### config.mk
export PLATFORM = sky130hd
export DESIGN_NAME = deterministic_prime_test_32_core
export DESIGN_NICKNAME = d
export VERILOG_FILES = /design/src/design/dpt32_pkg.sv /design/src/design/dpt32_modmul.sv /design/src/design/dpt32_datapath.sv /design/src/design/dpt32_ctrl.sv /design/src/design/deterministic_prime_test_32_core.sv
export SDC_FILE = /design/constraint.sdc
export NUM_CORES = 1
export LEC_CHECK = 0
export BUFFER_PORTS_ARGS = -buffer_cell sky130_fd_sc_hd__buf_2
export CAP_MARGIN = 20
export CORE_AREA = 4 4 255 257
export DETAILED_ROUTE_END_ITERATION = 16
export DIE_AREA = 0 0 259 261
export GPL_ROUTABILITY_DRIVEN = 0
export GPL_TIMING_DRIVEN = 1
export PLACE_DENSITY = 0.5
export SLEW_MARGIN = 10
export SYNTH_ARGS = -nofsm -noshare
export SYNTH_HDL_FRONTEND = slang
export SYNTH_SLANG_ARGS = --single-unit
### constraint.sdc
create_clock -name clock -period 21.9 [get_ports clock]
set_input_delay 1.095 -clock clock [delete_from_list [all_inputs] [get_ports clock]]
set_output_delay 1.095 -clock clock [all_outputs]
set_load 0.05 [all_outputs]
### src/design/dpt32_pkg.sv
`timescale 1ns / 1ps
// ----------------------------------------------------------------------------
// dpt32_pkg
// Shared types and constants for the 32-bit deterministic prime test.
// ----------------------------------------------------------------------------
package dpt32_pkg;

   localparam int NUM_WIDTH = 32;
   localparam int CNT_W     = $clog2(NUM_WIDTH + 1);
   localparam int BIT_W     = $clog2(NUM_WIDTH);
   localparam int BASE_W    = 2;

   localparam logic [BASE_W-1:0] LAST_BASE = 2'd2;

   typedef enum logic [3:0] {
      S_IDLE,
      S_DECOMP,
      S_BASE,
      S_REDUCE,
      S_POW_SQ,
      S_POW_SQ_W,
      S_POW_MUL,
      S_POW_MUL_W,
      S_CHECK,
      S_RLOOP,
      S_RSQ_W,
      S_RTEST,
      S_RESP
   } state_type;

   typedef struct packed {
      logic load;
      logic decomp_step;
      logic base_load;
      logic reduce_step;
      logic x_init;
      logic mul_start;
      logic mul_square;
      logic x_take;
      logic k_dec;
      logic r_init;
      logic r_inc;
      logic base_next;
      logic set_result;
      logic result_prime;
      logic rsp_load;
   } cmd_type;

   typedef struct packed {
      logic invalid;
      logic d_odd;
      logic a_ge_n;
      logic a_zero;
      logic mul_done;
      logic dbit;
      logic k_zero;
      logic x_one;
      logic x_nm1;
      logic r_lt_s;
      logic base_last;
      logic rsp_free;
   } status_type;

   function automatic logic [NUM_WIDTH-1:0] base_value(input logic [BASE_W-1:0] idx);
      logic [NUM_WIDTH-1:0] v;
      case (idx)
         2'd0:    v = NUM_WIDTH'(2);
         2'd1:    v = NUM_WIDTH'(7);
         default: v = NUM_WIDTH'(61);
      endcase
      return v;
   endfunction

endpackage

### src/design/dpt32_modmul.sv
`timescale 1ns / 1ps
// ----------------------------------------------------------------------------
// dpt32_modmul
// Bit-serial interleaved modular multiplier: one multiplier bit per cycle.
// ----------------------------------------------------------------------------
module dpt32_modmul (
   input  logic                            clock,
   input  logic                            reset,
   input  logic                            start,
   input  logic [dpt32_pkg::NUM_WIDTH-1:0] op_a,
   input  logic [dpt32_pkg::NUM_WIDTH-1:0] op_b,
   input  logic [dpt32_pkg::NUM_WIDTH-1:0] modulus,
   output logic                            done,
   output logic [dpt32_pkg::NUM_WIDTH-1:0] product
);
   import dpt32_pkg::*;

   logic [NUM_WIDTH-1:0] acc_ff, acc_in, mc_ff, mc_in, mp_ff, mp_in, m_ff, m_in;
   logic [BIT_W-1:0]     cnt_ff, cnt_in;
   logic                 busy_ff, busy_in, done_ff, done_in;
   logic [NUM_WIDTH:0]   dbl, dbl_r, sum;

   // operands below the modulus: each step needs two conditional subtracts
   always_comb begin
      dbl   = {acc_ff, 1'b0};
      dbl_r = (dbl >= {1'b0, m_ff}) ? dbl - {1'b0, m_ff} : dbl;
      sum   = dbl_r + (mp_ff[NUM_WIDTH-1] ? {1'b0, mc_ff} : '0);
      if (sum >= {1'b0, m_ff}) sum = sum - {1'b0, m_ff};
   end

   always_comb begin
      acc_in  = acc_ff;
      mc_in   = mc_ff;
      mp_in   = mp_ff;
      m_in    = m_ff;
      cnt_in  = cnt_ff;
      busy_in = busy_ff;
      done_in = 1'b0;
      if (start) begin
         acc_in  = '0;
         mc_in   = op_a;
         mp_in   = op_b;
         m_in    = modulus;
         cnt_in  = BIT_W'(NUM_WIDTH - 1);
         busy_in = 1'b1;
      end else if (busy_ff) begin
         acc_in = sum[NUM_WIDTH-1:0];
         mp_in  = {mp_ff[NUM_WIDTH-2:0], 1'b0};
         cnt_in = cnt_ff - 1'b1;
         if (cnt_ff == '0) begin
            busy_in = 1'b0;
            done_in = 1'b1;
         end
      end
   end

   always_ff @(posedge clock) begin
      if (reset) begin
         busy_ff <= 1'b0;
         done_ff <= 1'b0;
      end else begin
         busy_ff <= busy_in;
         done_ff <= done_in;
      end
      acc_ff <= acc_in;
      mc_ff  <= mc_in;
      mp_ff  <= mp_in;
      m_ff   <= m_in;
      cnt_ff <= cnt_in;
   end

   assign done    = done_ff;
   assign product = acc_ff;

endmodule

### src/design/dpt32_datapath.sv
`timescale 1ns / 1ps
// ----------------------------------------------------------------------------
// dpt32_datapath
// Operand registers, counters, shared modular multiplier and result beat.
// ----------------------------------------------------------------------------
module dpt32_datapath (
   input  logic                            clock,
   input  logic                            reset,
   input  dpt32_pkg::cmd_type              cmd,
   output dpt32_pkg::status_type           status,
   input  logic [31:0]                     req_candidate,
   output logic                            rsp_valid,
   input  logic                            rsp_stall,
   output logic                            rsp_is_prime,
   output logic                            rsp_input_invalid
);
   import dpt32_pkg::*;

   logic [NUM_WIDTH-1:0] n_ff, n_in, d_ff, d_in, a_ff, a_in, x_ff, x_in;
   logic [CNT_W-1:0]     s_ff, s_in, r_ff, r_in;
   logic [BIT_W-1:0]     k_ff, k_in;
   logic [BASE_W-1:0]    bi_ff, bi_in;
   logic                 inv_ff, inv_in, prime_ff, prime_in;
   logic                 rsp_valid_ff, rsp_valid_in, rsp_prime_ff, rsp_prime_in;
   logic                 rsp_inv_ff, rsp_inv_in;
   logic [NUM_WIDTH-1:0] cand, nm1, mul_b, product;
   logic                 mul_done;

   assign cand  = req_candidate[NUM_WIDTH-1:0];
   assign nm1   = n_ff - 1'b1;
   assign mul_b = cmd.mul_square ? x_ff : a_ff;

   dpt32_modmul u_modmul (
      .clock   (clock),
      .reset   (reset),
      .start   (cmd.mul_start),
      .op_a    (x_ff),
      .op_b    (mul_b),
      .modulus (n_ff),
      .done    (mul_done),
      .product (product)
   );

   always_comb begin
      n_in   = n_ff;
      d_in   = d_ff;
      a_in   = a_ff;
      x_in   = x_ff;
      s_in   = s_ff;
      r_in   = r_ff;
      k_in   = k_ff;
      bi_in  = bi_ff;
      inv_in = inv_ff;
      prime_in = prime_ff;
      if (cmd.load) begin
         n_in   = cand;
         inv_in = (cand < NUM_WIDTH'(3)) || !cand[0];
         d_in   = cand - 1'b1;
         s_in   = '0;
         bi_in  = '0;
      end
      if (cmd.decomp_step) begin
         d_in = {1'b0, d_ff[NUM_WIDTH-1:1]};
         s_in = s_ff + 1'b1;
      end
      if (cmd.base_load)   a_in = base_value(bi_ff);
      if (cmd.reduce_step) a_in = a_ff - n_ff;
      if (cmd.x_init) begin
         x_in = NUM_WIDTH'(1);
         k_in = BIT_W'(NUM_WIDTH - 1);
      end
      if (cmd.x_take)    x_in  = product;
      if (cmd.k_dec)     k_in  = k_ff - 1'b1;
      if (cmd.r_init)    r_in  = CNT_W'(1);
      if (cmd.r_inc)     r_in  = r_ff + 1'b1;
      if (cmd.base_next) bi_in = bi_ff + 1'b1;
      if (cmd.set_result) prime_in = cmd.result_prime;
   end

   always_comb begin
      rsp_valid_in = rsp_valid_ff && rsp_stall;
      rsp_prime_in = rsp_prime_ff;
      rsp_inv_in   = rsp_inv_ff;
      if (cmd.rsp_load) begin
         rsp_valid_in = 1'b1;
         rsp_prime_in = prime_ff && !inv_ff;
         rsp_inv_in   = inv_ff;
      end
   end

   always_ff @(posedge clock) begin
      if (reset) begin
         rsp_valid_ff <= 1'b0;
      end else begin
         rsp_valid_ff <= rsp_valid_in;
      end
      n_ff         <= n_in;
      d_ff         <= d_in;
      a_ff         <= a_in;
      x_ff         <= x_in;
      s_ff         <= s_in;
      r_ff         <= r_in;
      k_ff         <= k_in;
      bi_ff        <= bi_in;
      inv_ff       <= inv_in;
      prime_ff     <= prime_in;
      rsp_prime_ff <= rsp_prime_in;
      rsp_inv_ff   <= rsp_inv_in;
   end

   always_comb begin
      status.invalid   = inv_ff;
      status.d_odd     = d_ff[0];
      status.a_ge_n    = a_ff >= n_ff;
      status.a_zero    = a_ff == '0;
      status.mul_done  = mul_done;
      status.dbit      = d_ff[k_ff];
      status.k_zero    = k_ff == '0;
      status.x_one     = x_ff == NUM_WIDTH'(1);
      status.x_nm1     = x_ff == nm1;
      status.r_lt_s    = r_ff < s_ff;
      status.base_last = bi_ff == LAST_BASE;
      status.rsp_free  = !rsp_valid_ff || !rsp_stall;
   end

   assign rsp_valid         = rsp_valid_ff;
   assign rsp_is_prime      = rsp_prime_ff;
   assign rsp_input_invalid = rsp_inv_ff;

endmodule

### src/design/dpt32_ctrl.sv
`timescale 1ns / 1ps
// ----------------------------------------------------------------------------
// dpt32_ctrl
// Sequencer for decomposition, modular power and squaring chain per base.
// ----------------------------------------------------------------------------
module dpt32_ctrl (
   input  logic                  clock,
   input  logic                  reset,
   input  logic                  req_valid,
   output logic                  req_stall,
   input  dpt32_pkg::status_type status,
   output dpt32_pkg::cmd_type    cmd
);
   import dpt32_pkg::*;

   state_type state_ff, state_in;

   always_ff @(posedge clock) begin
      if (reset) begin
         state_ff <= S_IDLE;
      end else begin
         state_ff <= state_in;
      end
   end

   always_comb begin
      state_in  = state_ff;
      cmd       = '0;
      req_stall = state_ff != S_IDLE;
      case (state_ff)
         S_IDLE: begin
            if (req_valid) begin
               cmd.load = 1'b1;
               state_in = S_DECOMP;
            end
         end
         S_DECOMP: begin
            if (status.invalid) begin
               state_in = S_RESP;
            end else if (status.d_odd) begin
               state_in = S_BASE;
            end else begin
               cmd.decomp_step = 1'b1;
            end
         end
         S_BASE: begin
            cmd.base_load = 1'b1;
            state_in      = S_REDUCE;
         end
         S_REDUCE: begin
            if (status.a_ge_n) begin
               cmd.reduce_step = 1'b1;
            end else if (status.a_zero) begin
               // n divides the base: skip it
               if (status.base_last) begin
                  cmd.set_result   = 1'b1;
                  cmd.result_prime = 1'b1;
                  state_in         = S_RESP;
               end else begin
                  cmd.base_next = 1'b1;
                  state_in      = S_BASE;
               end
            end else begin
               cmd.x_init = 1'b1;
               state_in   = S_POW_SQ;
            end
         end
         S_POW_SQ: begin
            cmd.mul_start  = 1'b1;
            cmd.mul_square = 1'b1;
            state_in       = S_POW_SQ_W;
         end
         S_POW_SQ_W: begin
            if (status.mul_done) begin
               cmd.x_take = 1'b1;
               if (status.dbit) begin
                  state_in = S_POW_MUL;
               end else if (status.k_zero) begin
                  state_in = S_CHECK;
               end else begin
                  cmd.k_dec = 1'b1;
                  state_in  = S_POW_SQ;
               end
            end
         end
         S_POW_MUL: begin
            cmd.mul_start = 1'b1;
            state_in      = S_POW_MUL_W;
         end
         S_POW_MUL_W: begin
            if (status.mul_done) begin
               cmd.x_take = 1'b1;
               if (status.k_zero) begin
                  state_in = S_CHECK;
               end else begin
                  cmd.k_dec = 1'b1;
                  state_in  = S_POW_SQ;
               end
            end
         end
         S_CHECK: begin
            if (status.x_one || status.x_nm1) begin
               if (status.base_last) begin
                  cmd.set_result   = 1'b1;
                  cmd.result_prime = 1'b1;
                  state_in         = S_RESP;
               end else begin
                  cmd.base_next = 1'b1;
                  state_in      = S_BASE;
               end
            end else begin
               cmd.r_init = 1'b1;
               state_in   = S_RLOOP;
            end
         end
         S_RLOOP: begin
            if (status.r_lt_s) begin
               cmd.mul_start  = 1'b1;
               cmd.mul_square = 1'b1;
               state_in       = S_RSQ_W;
            end else begin
               cmd.set_result = 1'b1;
               state_in       = S_RESP;
            end
         end
         S_RSQ_W: begin
            if (status.mul_done) begin
               cmd.x_take = 1'b1;
               cmd.r_inc  = 1'b1;
               state_in   = S_RTEST;
            end
         end
         S_RTEST: begin
            if (status.x_nm1) begin
               if (status.base_last) begin
                  cmd.set_result   = 1'b1;
                  cmd.result_prime = 1'b1;
                  state_in         = S_RESP;
               end else begin
                  cmd.base_next = 1'b1;
                  state_in      = S_BASE;
               end
            end else begin
               state_in = S_RLOOP;
            end
         end
         S_RESP: begin
            if (status.rsp_free) begin
               cmd.rsp_load = 1'b1;
               state_in     = S_IDLE;
            end
         end
         default: begin
            state_in = S_IDLE;
         end
      endcase
   end

endmodule

### src/design/deterministic_prime_test_32_core.sv
`timescale 1ns / 1ps
// ----------------------------------------------------------------------------
// deterministic_prime_test_32_core
// Miller-Rabin primality test with bases 2, 7 and 61 for 32-bit numbers.
// ----------------------------------------------------------------------------
// Usage:
//   req channel carries one candidate per beat; rsp channel returns one beat
//   with is_prime and input_invalid for every request, in order.
//   One item is in flight at a time; req_stall is high from acceptance until
//   the result is moved into the output register.
//   Even or small candidates pass from acceptance through S_DECOMP and
//   S_RESP into the output register. Otherwise the shared bit-serial modular
//   multiplier sets the pace. A base costs 32 squarings plus one multiply per
//   set exponent bit, plus up to s-1 extra squarings; a composite rejected
//   by base 2 ends after one base.
//   The output register holds a finished beat while rsp_stall is high; the
//   next request is accepted meanwhile, and its result waits until the
//   register frees.
//   Reset (synchronous) returns the sequencer to idle and drops rsp_valid.
// ----------------------------------------------------------------------------
module deterministic_prime_test_32_core (
   input  logic        clock,
   input  logic        reset,
   input  logic        req_valid,
   output logic        req_stall,
   input  logic [31:0] req_candidate,
   output logic        rsp_valid,
   input  logic        rsp_stall,
   output logic        rsp_is_prime,
   output logic        rsp_input_invalid
);
   import dpt32_pkg::*;

   cmd_type    cmd;
   status_type status;

   dpt32_ctrl u_ctrl (
      .clock     (clock),
      .reset     (reset),
      .req_valid (req_valid),
      .req_stall (req_stall),
      .status    (status),
      .cmd       (cmd)
   );

   dpt32_datapath u_datapath (
      .clock             (clock),
      .reset             (reset),
      .cmd               (cmd),
      .status            (status),
      .req_candidate     (req_candidate),
      .rsp_valid         (rsp_valid),
      .rsp_stall         (rsp_stall),
      .rsp_is_prime      (rsp_is_prime),
      .rsp_input_invalid (rsp_input_invalid)
   );

endmodule

==> flow_metrics.env, run 1 <==
export IMPL_grt_usage=0.177
export IMPL_io_buffers=39
export IMPL_cts_hold_buf=0
export IMPL_cts_resized_gates=0
export IMPL_rsz0062_at_grt="false"
export IMPL_dp_hpwl_microns=47300
export IMPL_die_h_microns=261
export IMPL_cpPeakStageDelay_ns=0.67
export IMPL_core_area_sq_um=62700
export IMPL_ys_async_sr_fraction=0
export IMPL_drc_errors=0
export IMPL_cts_tree="built"
export IMPL_critPathLaunch="u_datapath.u_modmul.m_ff[16]$_DFFE_PP_"
export IMPL_synth_edf_count=246
export IMPL_synth_compound_area_frac=0.173
export IMPL_synth_area_sq_um=20600
export IMPL_ys_seq_area_frac=0.402
export IMPL_grt_overflow=0
export IMPL_r2r_cells=30
export IMPL_setup_viol=0
export IMPL_path_max_fanout=31
export IMPL_rows=92
export IMPL_seq_area_sq_um=8290
export IMPL_grtUsageMet1=0.256
export IMPL_use_met3=0.0227
export IMPL_final_hold_viol_count=0
export IMPL_cts_buffers=38
export IMPL_ant_nets=0
export IMPL_syn_nets=2375
export IMPL_critical_path_slowest_cell="or4b_2"
export IMPL_fin_crit_sh=0.405
export IMPL_area_growth_synth_to_final_pct=11.5
export IMPL_reg2reg_to="u_datapath.u_modmul.product[0]$_SDFFE_PP0P_"
export IMPL_r2r_start="u_datapath.u_modmul.m_ff[16]$_DFFE_PP_"
export IMPL_finalNetCount=2399
export IMPL_synthAdderAreaFrac=0.0918
export IMPL_grt_max_degree=70
export IMPL_antenna_found_initial=0
export IMPL_skew_ns=0.0168
export IMPL_crit_path_start_kind="register"
export IMPL_synth_simple_area_share=0.174
export IMPL_clk_latency_ns=0.55
export IMPL_start_util=0.328
export IMPL_cp_arrival_ns=9.31
export IMPL_required_ns=22.35
export IMPL_busiest_layer="met2"
export IMPL_postCtsSetupBuffers=0
export IMPL_netlist_cell_type_count=77
export IMPL_drt_initial_drc_count=1320
export IMPL_multi_input_area_sq_um=11600
export IMPL_grt_pass1_wl_microns=94700
export IMPL_ys_warn_count=0
export IMPL_ys_flop_type="edfxtp_1"
export IMPL_synthMuxAreaShare=0.0392
export IMPL_n_fill_cell=6349
export IMPL_dieArea_sq_um=67600
export IMPL_cts_sink_count=291
export IMPL_path_clk_slew_ns=0.06
export IMPL_routed_wl_microns=61200
export IMPL_synth_top_family_by_area="simple AND/OR/NAND/NOR gates"
export IMPL_grtUsageMet2=0.271
export IMPL_h_tree_depth=2
export IMPL_tightest_slew_ns=0.978
export IMPL_synthXorXnorAreaFrac=0.0812
export IMPL_hold_path_class="register to register"
export IMPL_root_buffer="clkbuf_16"
export IMPL_drv_cap=0
export IMPL_status="finished, final reports clean"
export IMPL_final_area_sq_um=23000
export IMPL_tns_ns=0
export IMPL_holdWs_ns=0.497
export IMPL_crit_path_end="u_datapath.u_modmul.product[0]$_SDFFE_PP0P_"
export IMPL_ys_ff_latch=291
export IMPL_fmax_mhz=113
export IMPL_grt_pass1_vias=16385
export IMPL_maxSlewHeadroom=0.343
export IMPL_r2r_slack_ns=13.04
export IMPL_routedWlPerCell_microns=19.8
export IMPL_clockBufferDepth=3
export IMPL_path_class="register to register"
export IMPL_slew_violations=0
export IMPL_period_needed_ns=8.86
export IMPL_ios=40
export IMPL_post_dp_cell_area_sq_um=21800
export IMPL_dr_pass1_iters=6
export IMPL_vias_per_cell=5.44
export IMPL_die_x_microns=259
export IMPL_diodes=0
export IMPL_hold_depth=2
export IMPL_vias=16800
export IMPL_final_core_util=0.366
export IMPL_avgSynthCellArea_sq_um=9.40
export IMPL_endpoint_kind="register"
export IMPL_postSynthCellCount=2191
export IMPL_drive_above_1_share=0.0705
[state kept, by name (all words and copies together) (netlist names), 2 cells and up]
name                         flops
u_datapath.bi_ff                 2
u_datapath.u_modmul.mp_ff       32
u_datapath.r_ff                  6
u_ctrl.state_ff                  4
u_datapath.k_ff                  5
u_datapath.u_modmul.product     32
u_datapath.x_ff                 32
u_datapath.u_modmul.mc_ff       32
u_datapath.a_ff                 32
u_datapath.s_ff                  6
u_datapath.n_ff                 32
u_datapath.d_ff                 32
u_datapath.u_modmul.cnt_ff       5
u_datapath.u_modmul.m_ff        32
[metrics by stage]
step | setup WS (ns) | instances
after global placement | 13.35 | 3019
after CTS | 13.14 | 3085
final | 13.04 | 3086
after floorplan | 14.28 | 2191
after detailed placement | 13.18 | 3020
after global routing | 12.39 | 3086
[worst min path at each step]
| stage | startpoint | end | slack [ns] |
|---|---|---|---|
| floorplan | u_datapath.n_ff[13]$_DFFE_PP_ | u_datapath.u_modmul.m_ff[13]$_DFFE_PP_ | 0.42 |
| global placement | u_datapath.u_modmul.cnt_ff[3]$_SDFFE_PP1P_ | u_datapath.u_modmul.cnt_ff[3]$_SDFFE_PP1P_ | 0.47 |
| detailed placement | u_datapath.u_modmul.cnt_ff[3]$_SDFFE_PP1P_ | u_datapath.u_modmul.cnt_ff[3]$_SDFFE_PP1P_ | 0.48 |
| CTS | u_datapath.u_modmul.cnt_ff[3]$_SDFFE_PP1P_ | u_datapath.u_modmul.cnt_ff[3]$_SDFFE_PP1P_ | 0.49 |
| global route | u_datapath.u_modmul.cnt_ff[4]$_SDFFE_PP1P_ | u_datapath.u_modmul.cnt_ff[4]$_SDFFE_PP1P_ | 0.50 |
| finish | u_datapath.u_modmul.cnt_ff[3]$_SDFFE_PP1P_ | u_datapath.u_modmul.cnt_ff[3]$_SDFFE_PP1P_ | 0.50 |
[cells by family after synthesis]
logic type,count (synthesis)
flops,291
buf+inv,207
fa+ha+maj,149
mux,68
simple gates,724
xor+xnor,191
compound gates,561
[cell type report]
class	instances	area share
clock inverter	21	0.00697
timing repair buffer	60	0.0154
tap	846	0.0461
clock buffer	44	0.0452
inverter	131	0.0214
multi-input combinational	1693	0.504
sequential	291	0.361
[Yosys cell counts, drive strengths merged (25+ instances only)]
| master | n | area (sq um) |
|---|---|---|
| a21oi | 157 | 786 |
| nor2 | 182 | 683 |
| a21o | 68 | 510 |
| inv | 131 | 492 |
| o211ai | 25 | 188 |
| nand3 | 56 | 280 |
| xor2 | 75 | 657 |
| edfxtp | 246 | 7390 |
| a211oi | 25 | 193 |
| clkbuf | 66 | 248 |
| nor4 | 38 | 272 |
| o21ai | 138 | 691 |
| and3 | 49 | 307 |
| xnor2 | 116 | 1020 |
| ha | 144 | 1800 |
| nand2b | 35 | 219 |
| nand2 | 176 | 661 |
| dfxtp | 45 | 901 |
| nor3 | 49 | 245 |
| mux2i | 57 | 571 |
| and2 | 42 | 263 |
[metal layers]
layer  part of all wire  vias to the layer above
li1                   -                     8122
met2               0.43                      527
met4              0.039                        0
met5                  0                        -
met3              0.052                      109
met1               0.48                     8042
[layout by cell type (no fill, tap or decap), types with 11 or more instances in the layout]
master and n:
inv_1 130, a211oi_1 24, o21bai_1 16, mux2i_1 57
xnor2_1 116, nor3_1 47, and3_1 49, nand3_1 55
nor4_1 34, or3_1 17, nand2b_1 35, nand4_1 24
buf_4 19, o21ai_0 137, or2_2 11, a21oi_1 155
nor2b_1 19, dfxtp_1 45, o21a_1 12, edfxtp_1 246
ha_1 144, buf_2 39, clkbuf_16 41, nand2_1 176
nor2_1 180, xor2_1 75, a21o_1 68, a31oi_1 19
o211ai_1 25, and2_1 42
[critical path, delay by kind of cell, from the launching register on]
family	cells	cell delay (ns)
and+or+nand+nor	10	3.25
buffers and inverters	3	0.63
DFF	1	0.32
adders and majority gates	3	1.09
AOI/OAI and AO/OA	13	3.21
xor gates and xnor gates	1	0.23
Power of run 1 is not shown: default switching activity piles up to over one toggle a cycle in this logic, so the estimate is an artifact.
==> inputs of run 2 (changes only) <==
Clock period 21.9 ns to 8.7 ns, I/O delays scaled along.
==> flow_metrics.env, run 2 (same netlist as run 1, synthesis figures left out) <==
export IMPL_endpoint_kind="register"
export IMPL_dp_hpwl_microns=48500
export IMPL_critical_path_slowest_cell="a2111oi_1"
export IMPL_h_tree_depth=2
export IMPL_status="finished, final reports clean"
export IMPL_cpPeakStageDelay_ns=0.59
export IMPL_grt_overflow=0
export IMPL_fmax_mhz=123
export IMPL_skew_ns=0.0265
export IMPL_path_max_fanout=14
export IMPL_cts_buffers=37
export IMPL_path_clk_slew_ns=0.06
export IMPL_drv_cap=0
export IMPL_hold_depth=1
export IMPL_clockBufferDepth=3
export IMPL_setup_viol=0
export IMPL_dr_pass1_iters=5
export IMPL_fin_cells=3100
export IMPL_postCtsSetupBuffers=0
export IMPL_die_h_microns=261
export IMPL_maxSlewHeadroom=0.284
export IMPL_tns_ns=0
export IMPL_finalNetCount=2412
export IMPL_hold_start="req_candidate[9]"
export IMPL_period_needed_ns=8.11
export IMPL_r2r_cells=29
export IMPL_start_util=0.328
export IMPL_required_ns=9.12
export IMPL_diodes=0
export IMPL_ios=40
export IMPL_rows=92
export IMPL_antenna_found_initial=0
export IMPL_hold_path_class="primary input to register"
export IMPL_rsz0062_at_grt="false"
export IMPL_grt_max_degree=70
export IMPL_dp_cells=3034
export IMPL_fin_crit_sh=0.932
export IMPL_most_common_layout_cells="edfxtp_1 (246), nor2_1 (180), nand2_1 (176)"
export IMPL_cts_sink_count=291
export IMPL_io_buffers=39
export IMPL_clk_latency_ns=0.56
export IMPL_vias=16818
export IMPL_area_growth_synth_to_final_pct=11.8
export IMPL_r2r_start="u_datapath.u_modmul.m_ff[1]$_DFFE_PP_"
export IMPL_holdPathEnd="u_datapath.n_ff[9]$_DFFE_PP_"
export IMPL_drc_errors=0
export IMPL_slew_violations=0
export IMPL_grt_pass1_wl_microns=97500
export IMPL_reg2reg_to="u_datapath.u_modmul.product[30]$_SDFFE_PP0P_"
export IMPL_vias_per_cell=5.43
export IMPL_holdWs_ns=0.121
export IMPL_routed_wl_microns=63100
export IMPL_path_class="register to register"
export IMPL_grt_pass1_vias=16534
export IMPL_cp_arrival_ns=8.53
export IMPL_drt_initial_drc_count=1217
export IMPL_tightest_slew_ns=1.05
export IMPL_layout_commonest_cell="edfxtp_1"
export IMPL_die_x_microns=259
export IMPL_final_hold_viol_count=0
export IMPL_grt_usage=0.184
export IMPL_drive_above_1_share=0.0776
export IMPL_ant_nets=0
export IMPL_routedWlPerCell_microns=20.3
export IMPL_cts_tree="built"
export IMPL_core_area_sq_um=62700
export IMPL_dieArea_sq_um=67600
export IMPL_r2r_slack_ns=0.59
export IMPL_crit_path_start_kind="register"
export IMPL_root_buffer="clkbuf_16"
-- run 2: cell types whose count changed in the layout (fill, tap and decap cells not counted), moves of 2 or more --
cell	before	now
clkinv_1	5	0
clkbuf_1	3	8
clkbuf_8	0	2
clkbuf_16	41	37
clkinv_4	1	3
clkinvlp_4	3	1
buf_4	19	33
-- run 2: worst max-delay path by stage --
stage	end	slack (ns)	start
after CTS	u_datapath.u_modmul.product[30]$_SDFFE_PP0P_	0.51	u_datapath.u_modmul.m_ff[1]$_DFFE_PP_
after floorplan	u_datapath.u_modmul.product[0]$_SDFFE_PP0P_	1.08	u_datapath.u_modmul.m_ff[25]$_DFFE_PP_
final	u_datapath.u_modmul.product[30]$_SDFFE_PP0P_	0.59	u_datapath.u_modmul.m_ff[1]$_DFFE_PP_
after global placement	u_datapath.u_modmul.product[30]$_SDFFE_PP0P_	0.52	u_datapath.u_modmul.m_ff[1]$_DFFE_PP_
after detailed placement	u_datapath.u_modmul.product[30]$_SDFFE_PP0P_	0.55	u_datapath.u_modmul.m_ff[1]$_DFFE_PP_
after global routing	u_datapath.u_modmul.product[8]$_SDFFE_PP0P_	0.02	u_datapath.u_modmul.m_ff[1]$_DFFE_PP_
-- run 2: worst max-delay path: cells and delay by family (launching register included) --
| kind | cells | cell delay, ns |
|---|---|---|
| AO/OA/AOI/OAI | 17 | 4.68 |
| AND/OR/NAND/NOR | 6 | 1.10 |
| XOR/XNOR | 1 | 0.34 |
| adder cells (fa/ha/maj) | 3 | 1.15 |
| buffers and inverters | 2 | 0.28 |
| flip-flops | 1 | 0.42 |
-- run 2: repair_timing --
action                                  4_1_cts  5_1_grt
gates resized for setup                       0        3
hold endpoints to repair                      0        0
hold buffers                                  0        0
endpoints found under the setup margin        0       12
-- run 2: final cells by class --
cell class,instances,area [sq um]
clock buffers,47,983
clock inverters,18,155
multi-input cells,1693,11600
repair buffers,74,468
inverters,131,492
flip-flops and latches,291,8290
well taps,846,1060
fillers,6347,39700
-- run 2: metal layers --
metal | GRT usage | up-vias | part of all wire
met5 | 0 | - | 0
met4 | 0.0624 | 0 | 0.035
met3 | 0.0259 | 124 | 0.054
met2 | 0.286 | 499 | 0.43
met1 | 0.265 | 8059 | 0.48
li1 | - | 8136 | -
-- run 2: stage by stage --
| stage | util | setup slack, ns | area (sq um) |
|---|---|---|---|
| 5_1_grt | 0.367 | 0.0194 | 23000 |
| 3_3_place_gp | 0.349 | 0.521 | 21900 |
| 4_1_cts | 0.367 | 0.512 | 23000 |
| 2_1_floorplan | - | 1.08 | 20600 |
| 6_report | 0.367 | 0.590 | 23000 |
| 3_5_place_dp | 0.349 | 0.549 | 21900 |
Power of run 2 is left out for the same reason.
